===== src/assert_macros.svh =====
// assertion macros used by the rtl
// expects i_clk and i_rst_n in the scope where a macro is used
`ifndef ASSERT_MACROS_SVH
`define ASSERT_MACROS_SVH

// same-cycle implication, checked out of reset only
`define ASSERT_SAME(label, ante, cons, msg) \
    label: assert property (@(posedge i_clk) disable iff (!i_rst_n) (ante) |-> (cons)) \
        else $error(msg);

// next-cycle implication, checked out of reset only
`define ASSERT_NEXT(label, ante, cons, msg) \
    label: assert property (@(posedge i_clk) disable iff (!i_rst_n) (ante) |=> (cons)) \
        else $error(msg);

`endif


===== src/sha1md_pkg.sv =====
// shared types, constants and round functions of the sha-1 digest unit
// no dependencies
package sha1md_pkg;

    localparam int WORD_W    = 32;
    localparam int NUM_H     = 5;
    localparam int BLK_WORDS = 16;
    localparam int CNT_W     = 61;

    typedef logic [WORD_W-1:0] t_word;

    // standard initial chaining values
    localparam t_word H_INIT [NUM_H] = '{
        32'h6745_2301, 32'hEFCD_AB89, 32'h98BA_DCFE, 32'h1032_5476, 32'hC3D2_E1F0
    };

    localparam t_word K_0 = 32'h5A82_7999;
    localparam t_word K_1 = 32'h6ED9_EBA1;
    localparam t_word K_2 = 32'h8F1B_BCDC;
    localparam t_word K_3 = 32'hCA62_C1D6;

    localparam logic [7:0] PAD_BYTE = 8'h80;

    localparam logic [6:0] LAST_ROUND = 7'd79;
    localparam logic [2:0] LAST_HWORD = 3'd4;
    localparam logic [2:0] HSEQ_END   = 3'd5;
    localparam logic [5:0] LEN_POS    = 6'd56;

    typedef enum logic [2:0] {
        S_IDLE,
        S_PAD,
        S_HLOAD,
        S_ROUND,
        S_HSTORE,
        S_ORD,
        S_OWR
    } t_state;

    function automatic t_word f_round_k(input logic [6:0] t);
        t_word k;
        if (t < 7'd20) begin
            k = K_0;
        end else if (t < 7'd40) begin
            k = K_1;
        end else if (t < 7'd60) begin
            k = K_2;
        end else begin
            k = K_3;
        end
        return k;
    endfunction

    function automatic t_word f_round_f(input logic [6:0] t, input t_word b,
                                        input t_word c, input t_word d);
        t_word f;
        if (t < 7'd20) begin
            f = (b & c) | (~b & d);
        end else if (t < 7'd40) begin
            f = b ^ c ^ d;
        end else if (t < 7'd60) begin
            f = (b & c) | (b & d) | (c & d);
        end else begin
            f = b ^ c ^ d;
        end
        return f;
    endfunction

endpackage


===== src/sha1md_intf.sv =====
// valid/ready channel interfaces of the sha-1 digest unit
// depends on sha1md_pkg
interface sha1md_msg_if import sha1md_pkg::*; ();
    logic       valid;
    logic       ready;
    logic [7:0] data_byte;
    logic       byte_present;
    logic       end_of_message;

    modport source (output valid, data_byte, byte_present, end_of_message, input ready);
    modport sink   (input valid, data_byte, byte_present, end_of_message, output ready);
endinterface

interface sha1md_dig_if import sha1md_pkg::*; ();
    logic       valid;
    logic       ready;
    t_word      digest_word;
    logic [2:0] word_number;
    logic       last_word;

    modport source (output valid, digest_word, word_number, last_word, input ready);
    modport sink   (input valid, digest_word, word_number, last_word, output ready);
endinterface


===== src/sha1_message_digest_unit.sv =====
// sha-1 digest unit: byte-wide message in, five digest words out
// depends on sha1md_pkg, sha1md_intf.sv and assert_macros.svh
//
//  channel | dir | payload                                  | transfer when
//  --------+-----+------------------------------------------+------------------
//  i_msg   | in  | data_byte, byte_present, end_of_message  | valid & ready
//  o_dig   | out | digest_word, word_number, last_word      | valid & ready
//
// bytes are taken while idle; every 64th byte adds a compression (read the
// chaining hash, 80 rounds fed by the block memory read port, add back into
// the hash memory), and no byte is taken until it is done
// end of message: padding writes, one or two compressions, then each digest
// word through the hash memory read port
// reset is synchronous; afterwards the hash memory reads as the initial values
// a stalled o_dig holds the word in the output register; i_msg keeps flowing
// into the next message while the last digest word waits
`include "assert_macros.svh"

module sha1_message_digest_unit import sha1md_pkg::*; (
    input  logic          i_clk,
    input  logic          i_rst_n,
    sha1md_msg_if.sink    i_msg,
    sha1md_dig_if.source  o_dig
);

    // control state
    t_state             r_state, n_state;
    logic [CNT_W-1:0]   r_count, n_count;
    logic               r_pad_pending;   // end of message seen, digest owed
    logic               r_in_pad;        // padding has started
    logic               r_final;         // block being compressed carries the length
    logic               r_first;         // next pad write is the 0x80 word
    logic               r_lenhere;       // this pad block gets the length words
    logic [3:0]         r_widx;
    logic [2:0]         r_cnt;
    logic [6:0]         r_rnd;
    logic [NUM_H-1:0]   r_hvalid;
    logic               r_out_valid;

    // payload
    t_word              r_acc;
    t_word              r_a, r_b, r_c, r_d, r_e;
    t_word              r_sched [BLK_WORDS];
    t_word              r_blk_mem [BLK_WORDS];
    t_word              r_blk_rd;
    t_word              r_hash_mem [NUM_H];
    t_word              r_hash_rd;
    t_word              r_out_word;
    logic [2:0]         r_out_num;
    logic               r_out_last;

    logic               in_fire;
    logic               blk_full;
    logic               out_load;
    logic [1:0]         lane;
    logic [5:0]         pos;

    logic               blk_we;
    logic [3:0]         blk_waddr;
    t_word              blk_wdata;
    logic [3:0]         blk_raddr;
    logic               hash_we;
    logic [2:0]         hash_waddr;
    t_word              hash_wdata;
    logic [2:0]         hash_raddr;

    t_word              pad_word;
    t_word              w_cur;
    t_word              w_mix;
    t_word              t_sum;

    assign lane     = r_count[1:0];
    assign pos      = r_count[5:0];
    assign in_fire  = i_msg.valid & i_msg.ready;
    assign blk_full = in_fire & i_msg.byte_present & (pos == 6'd63);
    assign out_load = (r_state == S_OWR) & (~r_out_valid | o_dig.ready);
    assign n_count  = r_count + {{(CNT_W-1){1'b0}}, i_msg.byte_present};

    assign i_msg.ready       = (r_state == S_IDLE);
    assign o_dig.valid       = r_out_valid;
    assign o_dig.digest_word = r_out_word;
    assign o_dig.word_number = r_out_num;
    assign o_dig.last_word   = r_out_last;

    // next state
    always_comb begin
        n_state = r_state;
        case (r_state)
            S_IDLE: begin
                if (in_fire) begin
                    if (blk_full) begin
                        n_state = S_HLOAD;
                    end else if (i_msg.end_of_message) begin
                        n_state = S_PAD;
                    end
                end
            end
            S_PAD: begin
                if (r_widx == 4'd15) begin
                    n_state = S_HLOAD;
                end
            end
            S_HLOAD: begin
                if (r_cnt == HSEQ_END) begin
                    n_state = S_ROUND;
                end
            end
            S_ROUND: begin
                if (r_rnd == LAST_ROUND) begin
                    n_state = S_HSTORE;
                end
            end
            S_HSTORE: begin
                if (r_cnt == HSEQ_END) begin
                    if (r_final) begin
                        n_state = S_ORD;
                    end else if (r_pad_pending) begin
                        n_state = S_PAD;
                    end else begin
                        n_state = S_IDLE;
                    end
                end
            end
            S_ORD: begin
                n_state = S_OWR;
            end
            S_OWR: begin
                if (out_load) begin
                    n_state = (r_cnt == LAST_HWORD) ? S_IDLE : S_ORD;
                end
            end
            default: begin
                n_state = S_IDLE;
            end
        endcase
    end

    // padding word for the current write slot
    always_comb begin
        pad_word = '0;
        if (r_first) begin
            case (lane)
                2'd0:    pad_word = {PAD_BYTE, 24'h0};
                2'd1:    pad_word = {r_acc[31:24], PAD_BYTE, 16'h0};
                2'd2:    pad_word = {r_acc[31:16], PAD_BYTE, 8'h0};
                default: pad_word = {r_acc[31:8], PAD_BYTE};
            endcase
        end else if (r_lenhere && (r_widx == 4'd14)) begin
            pad_word = r_count[60:29];
        end else if (r_lenhere && (r_widx == 4'd15)) begin
            pad_word = {r_count[28:0], 3'b000};
        end
    end

    // memory port control; block memory writes and reads never share a state,
    // hash memory writes entry k-1 while it reads entry k
    always_comb begin
        blk_we     = 1'b0;
        blk_waddr  = r_widx;
        blk_wdata  = pad_word;
        blk_raddr  = '0;
        hash_we    = 1'b0;
        hash_waddr = r_cnt - 3'd1;
        hash_wdata = r_hash_rd + r_a;
        hash_raddr = '0;
        case (r_state)
            S_IDLE: begin
                blk_we    = in_fire & i_msg.byte_present & (lane == 2'd3);
                blk_waddr = pos[5:2];
                blk_wdata = {r_acc[31:8], i_msg.data_byte};
            end
            S_PAD: begin
                blk_we = 1'b1;
            end
            S_HLOAD: begin
                hash_raddr = (r_cnt < HSEQ_END) ? r_cnt : 3'd0;
            end
            S_ROUND: begin
                blk_raddr = r_rnd[3:0] + 4'd1;
            end
            S_HSTORE: begin
                hash_we    = (r_cnt != 3'd0);
                hash_raddr = (r_cnt < HSEQ_END) ? r_cnt : 3'd0;
            end
            S_ORD, S_OWR: begin
                hash_raddr = r_cnt;
            end
            default: begin
                blk_we = 1'b0;
            end
        endcase
    end

    // one round: schedule word from memory for the first 16, else from the taps
    assign w_mix = r_sched[13] ^ r_sched[8] ^ r_sched[2] ^ r_sched[0];
    assign w_cur = (r_rnd < 7'd16) ? r_blk_rd : {w_mix[30:0], w_mix[31]};
    assign t_sum = {r_a[26:0], r_a[31:27]} + f_round_f(r_rnd, r_b, r_c, r_d)
                 + r_e + w_cur + f_round_k(r_rnd);

    // control registers
    always_ff @(posedge i_clk) begin
        if (!i_rst_n) begin
            r_state       <= S_IDLE;
            r_count       <= '0;
            r_pad_pending <= 1'b0;
            r_in_pad      <= 1'b0;
            r_final       <= 1'b0;
            r_first       <= 1'b0;
            r_lenhere     <= 1'b0;
            r_widx        <= '0;
            r_cnt         <= '0;
            r_rnd         <= '0;
            r_hvalid      <= '0;
            r_out_valid   <= 1'b0;
        end else begin
            r_state <= n_state;
            if (out_load) begin
                r_out_valid <= 1'b1;
            end else if (o_dig.ready) begin
                r_out_valid <= 1'b0;
            end
            case (r_state)
                S_IDLE: begin
                    r_cnt   <= '0;
                    r_final <= 1'b0;
                    if (in_fire) begin
                        r_count       <= n_count;
                        r_pad_pending <= i_msg.end_of_message;
                        if (!blk_full && i_msg.end_of_message) begin
                            r_in_pad  <= 1'b1;
                            r_first   <= 1'b1;
                            r_widx    <= n_count[5:2];
                            r_lenhere <= (n_count[5:0] < LEN_POS);
                        end
                    end
                end
                S_PAD: begin
                    r_widx  <= r_widx + 4'd1;
                    r_first <= 1'b0;
                    if (r_widx == 4'd15) begin
                        r_final <= r_lenhere;
                        r_cnt   <= '0;
                    end
                end
                S_HLOAD: begin
                    r_cnt <= r_cnt + 3'd1;
                    r_rnd <= '0;
                end
                S_ROUND: begin
                    r_rnd <= r_rnd + 7'd1;
                    r_cnt <= '0;
                end
                S_HSTORE: begin
                    r_cnt <= r_cnt + 3'd1;
                    if (r_cnt != 3'd0) begin
                        r_hvalid[r_cnt - 3'd1] <= 1'b1;
                    end
                    if (r_cnt == HSEQ_END) begin
                        if (r_final) begin
                            r_cnt <= '0;
                        end else if (r_in_pad) begin
                            // length did not fit: one more all-zero block with it
                            r_widx    <= '0;
                            r_first   <= 1'b0;
                            r_lenhere <= 1'b1;
                        end else if (r_pad_pending) begin
                            r_in_pad  <= 1'b1;
                            r_first   <= 1'b1;
                            r_widx    <= r_count[5:2];
                            r_lenhere <= (r_count[5:0] < LEN_POS);
                        end
                    end
                end
                S_OWR: begin
                    if (out_load) begin
                        if (r_cnt == LAST_HWORD) begin
                            // digest done: back to the initial hash for the next message
                            r_hvalid      <= '0;
                            r_count       <= '0;
                            r_pad_pending <= 1'b0;
                            r_in_pad      <= 1'b0;
                            r_final       <= 1'b0;
                        end else begin
                            r_cnt <= r_cnt + 3'd1;
                        end
                    end
                end
                default: begin
                    r_cnt <= r_cnt;
                end
            endcase
        end
    end

    // memories and datapath
    always_ff @(posedge i_clk) begin
        if (blk_we) begin
            r_blk_mem[blk_waddr] <= blk_wdata;
        end
        r_blk_rd <= r_blk_mem[blk_raddr];

        if (hash_we) begin
            r_hash_mem[hash_waddr] <= hash_wdata;
        end
        // entries not written since reset or the last digest read as initial values
        r_hash_rd <= r_hvalid[hash_raddr] ? r_hash_mem[hash_raddr] : H_INIT[hash_raddr];

        case (r_state)
            S_IDLE: begin
                if (in_fire && i_msg.byte_present) begin
                    case (lane)
                        2'd0:    r_acc <= {i_msg.data_byte, 24'h0};
                        2'd1:    r_acc <= {r_acc[31:24], i_msg.data_byte, 16'h0};
                        2'd2:    r_acc <= {r_acc[31:16], i_msg.data_byte, 8'h0};
                        default: r_acc <= {r_acc[31:8], i_msg.data_byte};
                    endcase
                end
            end
            S_HLOAD, S_HSTORE: begin
                if (r_cnt != 3'd0) begin
                    r_a <= r_b;
                    r_b <= r_c;
                    r_c <= r_d;
                    r_d <= r_e;
                    r_e <= r_hash_rd;
                end
            end
            S_ROUND: begin
                r_a <= t_sum;
                r_b <= r_a;
                r_c <= {r_b[1:0], r_b[31:2]};
                r_d <= r_c;
                r_e <= r_d;
                for (int i = 0; i < BLK_WORDS - 1; i++) begin
                    r_sched[i] <= r_sched[i+1];
                end
                r_sched[BLK_WORDS-1] <= w_cur;
            end
            default: begin
                r_acc <= r_acc;
            end
        endcase

        if (out_load) begin
            r_out_word <= r_hash_rd;
            r_out_num  <= r_cnt;
            r_out_last <= (r_cnt == LAST_HWORD);
        end
    end

    `ASSERT_NEXT(a_full_block_compress, in_fire && i_msg.byte_present && (pos == 6'd63), r_state == S_HLOAD, "completed block did not start a compression")
    `ASSERT_SAME(a_round_range, r_state == S_ROUND, r_rnd <= LAST_ROUND, "round counter ran past the last round")
    `ASSERT_SAME(a_last_flag, o_dig.valid, o_dig.last_word == (o_dig.word_number == LAST_HWORD), "last_word does not match word_number")
    `ASSERT_SAME(a_hash_port_apart, hash_we, hash_waddr != hash_raddr, "hash memory read and write hit the same entry")

endmodule


===== src/flat_wrapper.sv =====
// flat-port wrapper written by rule: the top's interface ports become plain ports
module sha1_message_digest_unit_flat import sha1md_pkg::*;
  (i_clk, i_rst_n, i_msg_valid, i_msg_data_byte, i_msg_byte_present, i_msg_end_of_message, i_msg_ready, o_dig_valid, o_dig_digest_word, o_dig_word_number, o_dig_last_word, o_dig_ready);
  sha1md_msg_if i_msg_i ();
  sha1md_dig_if o_dig_i ();
  input  logic i_clk;
  input  logic i_rst_n;
  input wire logic [$bits(i_msg_i.valid)-1:0] i_msg_valid;
  input wire logic [$bits(i_msg_i.data_byte)-1:0] i_msg_data_byte;
  input wire logic [$bits(i_msg_i.byte_present)-1:0] i_msg_byte_present;
  input wire logic [$bits(i_msg_i.end_of_message)-1:0] i_msg_end_of_message;
  output wire logic [$bits(i_msg_i.ready)-1:0] i_msg_ready;
  output wire logic [$bits(o_dig_i.valid)-1:0] o_dig_valid;
  output wire logic [$bits(o_dig_i.digest_word)-1:0] o_dig_digest_word;
  output wire logic [$bits(o_dig_i.word_number)-1:0] o_dig_word_number;
  output wire logic [$bits(o_dig_i.last_word)-1:0] o_dig_last_word;
  input wire logic [$bits(o_dig_i.ready)-1:0] o_dig_ready;
  assign i_msg_i.valid = i_msg_valid;
  assign i_msg_i.data_byte = i_msg_data_byte;
  assign i_msg_i.byte_present = i_msg_byte_present;
  assign i_msg_i.end_of_message = i_msg_end_of_message;
  assign i_msg_ready = i_msg_i.ready;
  assign o_dig_valid = o_dig_i.valid;
  assign o_dig_digest_word = o_dig_i.digest_word;
  assign o_dig_word_number = o_dig_i.word_number;
  assign o_dig_last_word = o_dig_i.last_word;
  assign o_dig_i.ready = o_dig_ready;
  sha1_message_digest_unit u_core (.i_clk(i_clk), .i_rst_n(i_rst_n), .i_msg(i_msg_i), .o_dig(o_dig_i));
endmodule

===== config.mk =====
export PLATFORM = sky130hd
export DESIGN_NAME = sha1_message_digest_unit_flat
export DESIGN_NICKNAME = d
export VERILOG_FILES = /design/src/sha1md_pkg.sv /design/src/sha1md_intf.sv /design/src/sha1_message_digest_unit.sv /design/src/flat_wrapper.sv
export VERILOG_INCLUDE_DIRS = /design/src /design/src/src
export SDC_FILE = /design/constraint.sdc
export NUM_CORES = 2
export LEC_CHECK = 0
export ABC_AREA = 1
export BUFFER_PORTS_ARGS = -buffer_cell sky130_fd_sc_hd__buf_4
export CORE_UTILIZATION = 60
export DETAILED_ROUTE_END_ITERATION = 8
export PLACE_DENSITY = 0.77
export SYNTH_ARGS = -nofsm -noshare
export SYNTH_HDL_FRONTEND = slang
export SYNTH_SLANG_ARGS = --single-unit

===== constraint.sdc =====
create_clock -name i_clk -period 41.2 [get_ports i_clk]
set_input_delay 2.06 -clock i_clk [delete_from_list [all_inputs] [get_ports i_clk]]
set_output_delay 2.06 -clock i_clk [all_outputs]
set_load 0.02 [all_outputs]

Yosys cells after proc, flatten, opt, wreduce, memory -nomap -nowiden

Memories as Yosys holds them, arrays and structs flattened. A register that Yosys moved wholly into a read port is not among the register bits.
Cells that the tools add are included.
Widths: inputs -> output; s select.

Logic and storage cells: 242
Bits in registers: 341
Input bits: 14
Memories kept: 4
Memory bits (writable): 1184
ROM bits: 256

Multiplexer cells: 103
$add $sub $neg: 11
Reductions and logical operators: 36
$lt $le $gt $ge: 11
Equal/unequal tests: 29
Bitwise gates (word level): 24

Memories:

| name              | depth | width | read ports | clocked after memory_dff | write ports | RTL line                        | text |
|---|---|---|---|---|---|---|---|
| u_core.r_blk_mem  | 16    | 32    | 1          | 1                        | 1           | sha1_message_digest_unit.sv:44  | `t_word r_blk_mem [BLK_WORDS];` |
| u_core.r_sched    | 16    | 32    | 16         | 0                        | 16          | sha1_message_digest_unit.sv:43  | `t_word r_sched [BLK_WORDS];` |
| (name not given)  | 8     | 32    | 1          | 0                        | 0           | sha1_message_digest_unit.sv:306 | `r_hash_rd <= r_hvalid[hash_raddr] ? r_hash_mem[hash_raddr] : H_INIT[hash_raddr];` |
| u_core.r_hash_mem | 5     | 32    | 1          | 0                        | 1           | sha1_message_digest_unit.sv:46  | `t_word r_hash_mem [NUM_H];` |

Operators by type and width:

| operator           | count |
|---|---|
| $mux 32            | 18 |
| $pmux 32 s2        | 5 |
| $pmux 32 s3        | 2 |
| $mux 61            | 3 |
| $add 32x32->32     | 5 |
| $xor 32x32->32     | 5 |
| $and 32x32->32     | 4 |
| $pmux 61 s2        | 1 |
| $or 32x32->32      | 3 |
| $add 61x1->61      | 1 |
| $mux 3             | 16 |
| $mux 1             | 32 |
| $mux 4             | 8 |
| $not 32->32        | 1 |
| $mux 31            | 1 |
| $pmux 3 s7         | 1 |
| $reduce_and 4->1   | 5 |
| $eq 3x3->1 const B | 5 |
| $mux 5             | 3 |
| $pmux 3 s5         | 1 |
| $reduce_bool 3->1  | 5 |
| $lt 7x5->1 const B | 2 |
| $lt 7x6->1 const B | 2 |
| $ne 2x1->1 const B | 7 |
| 44 further kinds   | 78 |

Depth between registers and ports, before layout

Word-level depth: 11
Depth in mapped cells: 26
Depth with buffers taken out: 24

Worst setup path before layout

No wires, ideal clock.

Path type: register -> register
From: register u_core.r_state[0]
To: memory u_core.r_sched[0][0] (netlist name), enable pin
Cell stages (with the launch flop): 6
Arrival: 14.964 ns
Clock period less this slack: 16.037 ns
Library setup time: 1.073 ns
Path buffers: 3
Path slack: 25.163 ns
Path through: dfxtp_1 > buf_4 > nand3_2 > inv_2 > clkbuf_1 > buf_1

RTL lines:

| element                  | RTL line                        | text |
|---|---|---|
| start: declaration       | sha1_message_digest_unit.sv:27  | `t_state r_state, n_state;` |
| start signal: assignment | sha1_message_digest_unit.sv:216 | `r_state <= n_state;` |
| end: declaration         | sha1_message_digest_unit.sv:43  |  |

Worst setup path after layout

From: register u_core.r_rnd[4]
To: register u_core.r_a[15] (data pin)

Word-level cells in the longest chain between the ends: 9

Ends and longest elaborated chain:

| element                      | RTL line                           | text |
|---|---|---|
| start: declaration           | sha1_message_digest_unit.sv:36     | `logic [6:0] r_rnd;` |
| start signal: assignment     | sha1_message_digest_unit.sv:250    | `r_rnd <= r_rnd + 7'd1;` |
| $lt 7x6->1                   | sha1md_pkg.sv:45, sha1md_pkg.sv:60 |  |
| $mux 32                      | sha1md_pkg.sv:60                   | `end else if (t < 7'd60) begin` |
| $mux 32                      | sha1md_pkg.sv:58                   | `end else if (t < 7'd40) begin` |
| $mux 32                      | sha1md_pkg.sv:56                   | `if (t < 7'd20) begin` |
| $add 32x32->32               | sha1_message_digest_unit.sv:197    | `assign t_sum = {r_a[26:0], r_a[31:27]} + f_round_f(r_rnd, r_b, r_c, r_d)` |
| $add 32x32->32 (2 in series) | sha1_message_digest_unit.sv:198    | `+ r_e + w_cur + f_round_k(r_rnd);` |
| $add 32x32->32 *             | sha1_message_digest_unit.sv:198    |  |
| $pmux 32 s2 *                | sha1_message_digest_unit.sv:308    | `case (r_state)` |
| end signal: assignment       | sha1_message_digest_unit.sv:321    | `r_a <= r_b;` |
| end signal: assignment       | sha1_message_digest_unit.sv:329    | `r_a <= t_sum;` |
| end: declaration             | sha1_message_digest_unit.sv:42     | `t_word r_a, r_b, r_c, r_d, r_e;` |

Every way passes the cells marked *; elsewhere a longest branch is shown, timed or not.
A chain may end at the register's enable or synchronous reset.

==> results.json <==
{
  "finalNetCount": 5861,
  "seq_area_frac_synth_pct": 67.69,
  "crit_slowest_cell": "nor2_1",
  "numCtsBuffers": 151,
  "place_hpwl_um": 102600,
  "start_kind": "register",
  "vias_per_cell": 6.007,
  "ctsHoldBuffers": 0,
  "die_h_um": 335.7,
  "core-area_um2": 110500,
  "drt-total-wl_um": 164700,
  "antenna_found_initial": 2,
  "worstPathArrival_ns": 7.27,
  "worst_ep_required_time_ns": 41.69,
  "post_synth_num_cell_types": 52,
  "hold_class": "register to register",
  "synth_top_area_share_pct": 63.10,
  "setup_violations": 0,
  "numClockSinks": 1557,
  "critPathMaxStageDelay_ns": 1.04,
  "report.final.slew_viol_count": 0,
  "synth_nets": 5795,
  "clk_pin_slew_ns": 0.06,
  "fin_crit_sh_pct": 16.46,
  "num_rows": 122,
  "avgSynthCellArea_um2": 12.04,
  "routabilityCongestion": 0.9509,
  "path_class": "register to register",
  "clk_latency_ns": 0.78,
  "reg2regPathDepth": 19,
  "grt_pass1_wl_um": 247300,
  "reg2reg_from": "u_core.r_rnd[4]$_SDFFE_PN0P_",
  "leakagePower_uw": 0.02621,
  "yosysTopAreaCell": "edfxtp_1",
  "path_cells": "nand2_1 -> nand3_1 -> buf_4 -> clkinv_1 -> nor2_1 -> fa_1 -> inv_1 -> fa_1 -> inv_1 -> fa_1 -> inv_1 -> ha_1 -> a21oi_1 -> nand2_1 -> a21boi_0 -> o21ai_0 -> or2_2 -> nand3_1 -> o21ai_0",
  "finalHoldViolCount": 0,
  "clock_path_buffers": 3,
  "synth_top_flop_cell": "edfxtp_1",
  "first_pass_iters": 8,
  "num_vias": 43450,
  "antenna_left": 0,
  "ir_worst_vdd_mv": 0.04117,
  "grt_use_total_pct": 29.26,
  "design.portCount": 52,
  "dieArea_um2": 112700,
  "reg2reg_slack_ns": 34.42,
  "ctsResizeCount": 0,
  "synth_edf_count": 1404,
  "dr.first_iter.drc_count": 5289,
  "die_w_um": 335.7,
  "setup.worst_path.end_class": "register",
  "syn_area_um2": 66810,
  "regToRegEndpoint": "u_core.r_a[15]$_DFFE_PP_",
  "grt_max_degree": 194,
  "synthTopCellsByArea": "edfxtp_1, nand2_1, dfxtp_1",
  "cts_root_buffer": "clkbuf_16",
  "rsz0062_at_grt": "no",
  "area_growth_pct": 11.05,
  "synth_seq_cells": 1557,
  "drive_gt1_share_pct": 7.503,
  "async_flop_share_pct": 0,
  "post-place-ws_ns": 34.43,
  "start_util_pct": 60.45,
  "drc": 0,
  "outcome": "finished clean",
  "cts_tree": "yes",
  "crit_start": "u_core.r_rnd[4]$_SDFFE_PN0P_",
  "worstPathMaxFanout": 21,
  "grt_pass1_vias": 41200,
  "netlist_instances": 5551,
  "p_per_area_nw_per_um2": 61.84,
  "tns_ns": 0,
  "cts-htree-levels": 4,
  "fmax_mhz": 147.5,
  "cts_setup_buffers": 0,
  "slew_headroom_pct": 15.21,
  "max-cap-violations": 0,
  "setup_slack_ns": 34.42,
  "yosys_warnings": 0,
  "cp-endpoint": "u_core.r_a[15]$_DFFE_PP_",
  "routedWlPerCell_um": 22.77,
  "io_buffers": 51,
  "grt_overflow": 0,
  "fillCellCount": 7844,
  "max_slew.worst_pin.slew_ns": 1.272,
  "skew_ns": 0.02158,
  "finalCriticalPeriod_ns": 6.782
}
[how the worst min path moves through the flow]
stage	startpoint	to	slack (ns)	cells after the start
finish	u_core.r_sched[0][63]$_DFFE_PP_	u_core.r_sched[0][31]$_DFFE_PP_	0.41	0
global route	u_core.r_sched[0][202]$_DFFE_PP_	u_core.r_sched[0][170]$_DFFE_PP_	0.41	0
global placement	u_core.r_sched[0][195]$_DFFE_PP_	u_core.r_sched[0][163]$_DFFE_PP_	0.40	0
floorplan	u_core.r_sched[0][32]$_DFFE_PP_	u_core.r_sched[0][0]$_DFFE_PP_	0.40	0
CTS	u_core.r_sched[0][175]$_DFFE_PP_	u_core.r_sched[0][143]$_DFFE_PP_	0.41	0
detailed placement	u_core.r_sched[0][137]$_DFFE_PP_	u_core.r_sched[0][105]$_DFFE_PP_	0.40	0
[kinds of logic after synthesis]
| kind of cell | after synthesis | share of synthesized area, % |
|---|---|---|
| simple gates | 1884 | 11.60 |
| fa+ha+maj | 230 | 5.656 |
| buf+inv | 688 | 3.961 |
| compound gates | 1034 | 9.019 |
| flops | 1557 | 67.69 |
| xor+xnor | 158 | 2.071 |
[area by class of cell]
| class | instances | area (µm²) | share of cell area [%] |
|---|---|---|---|
| flip-flops and latches | 1557 | 45230 | 60.96 |
| multi-input cells | 3306 | 19180 | 25.84 |
| clock buffers | 201 | 4113 | 5.543 |
| well taps | 1488 | 1862 | 2.509 |
| inverters | 477 | 1803 | 2.430 |
| clock inverters | 79 | 1055 | 1.422 |
| repair buffers | 124 | 955.9 | 1.288 |
| diodes | 2 | 5.005 | 0.006745 |
[Yosys cell counts, drive strengths merged, types with 99 or more instances]
master / number
o221ai: 99
clkbuf: 157
nor2: 677
edfxtp: 1404
fa: 120
nand2: 848
dfxtp: 153
a21oi: 176
inv: 474
o21ai: 545
nand3: 167
ha: 110
xnor2: 110
[worst max-delay path, delay by kind of cell, from the launching register on]
family | cells | cell delay (ns)
and+or+nand+nor | 6 | 1.86
DFF | 1 | 0.45
adders and majority gates | 4 | 1.64
buffers and inverters | 5 | 1.27
AOI/OAI and AO/OA | 4 | 1.26
[routing by layer]
layer / vias to the layer above / part of all wire (%) / track usage [%]
met5: - / 0.0073 / 0
met4: 2 / 3.9 / 12.29
met3: 383 / 8.7 / 5.007
met2: 2125 / 46 / 45.59
met1: 21230 / 41 / 40.99
li1: 19720 / - / -
[state kept, by name, indices dropped and copies added (netlist names), 4 cells and up]
register	count
u_core.r_blk_mem	512
u_core.r_sched	512
u_core.r_hash_mem	160
u_core.r_count	61
u_core.o_dig.digest_word	32
u_core.r_a	32
u_core.r_b	32
u_core.r_blk_rd	32
u_core.r_c	32
u_core.r_d	32
u_core.r_e	32
u_core.r_hash_rd	32
u_core.r_acc	24
u_core.r_rnd	7
u_core.r_hvalid	5
u_core.r_widx	4
[through the flow]
step	hold WS, ns	cells	instance area, µm²	utilization, %	total power, µW
6_report	0.4110	7234	74200	67.14	4589
5_1_grt	0.4141	7232	74190	67.13	4788
4_1_cts	0.4072	7232	74190	67.13	4579
3_5_place_dp	0.4045	6952	69020	62.46	3154
3_3_place_gp	0.4004	6952	69020	62.46	3132
2_1_floorplan	0.4003	5551	66810	-	2791
[power breakdown]
group          internal [µW]  leakage, µW  switching (µW)
logic                    352      0.00979             809
clock network            831      0.00249             601
registers               1920       0.0139            71.1
[cells in the final DEF, fill, tap and decap left out, drive strengths merged, types with 86 or more instances in the layout]
cell / n
inv: 480
edfxtp: 1404
clkbuf: 201
xnor2: 110
nand2: 848
nand3: 167
o21ai: 545
nand4: 86
nor2: 677
ha: 110
buf: 124
dfxtp: 153
fa: 120
o221ai: 99
a21oi: 176
(Power assumes the default switching activity.)
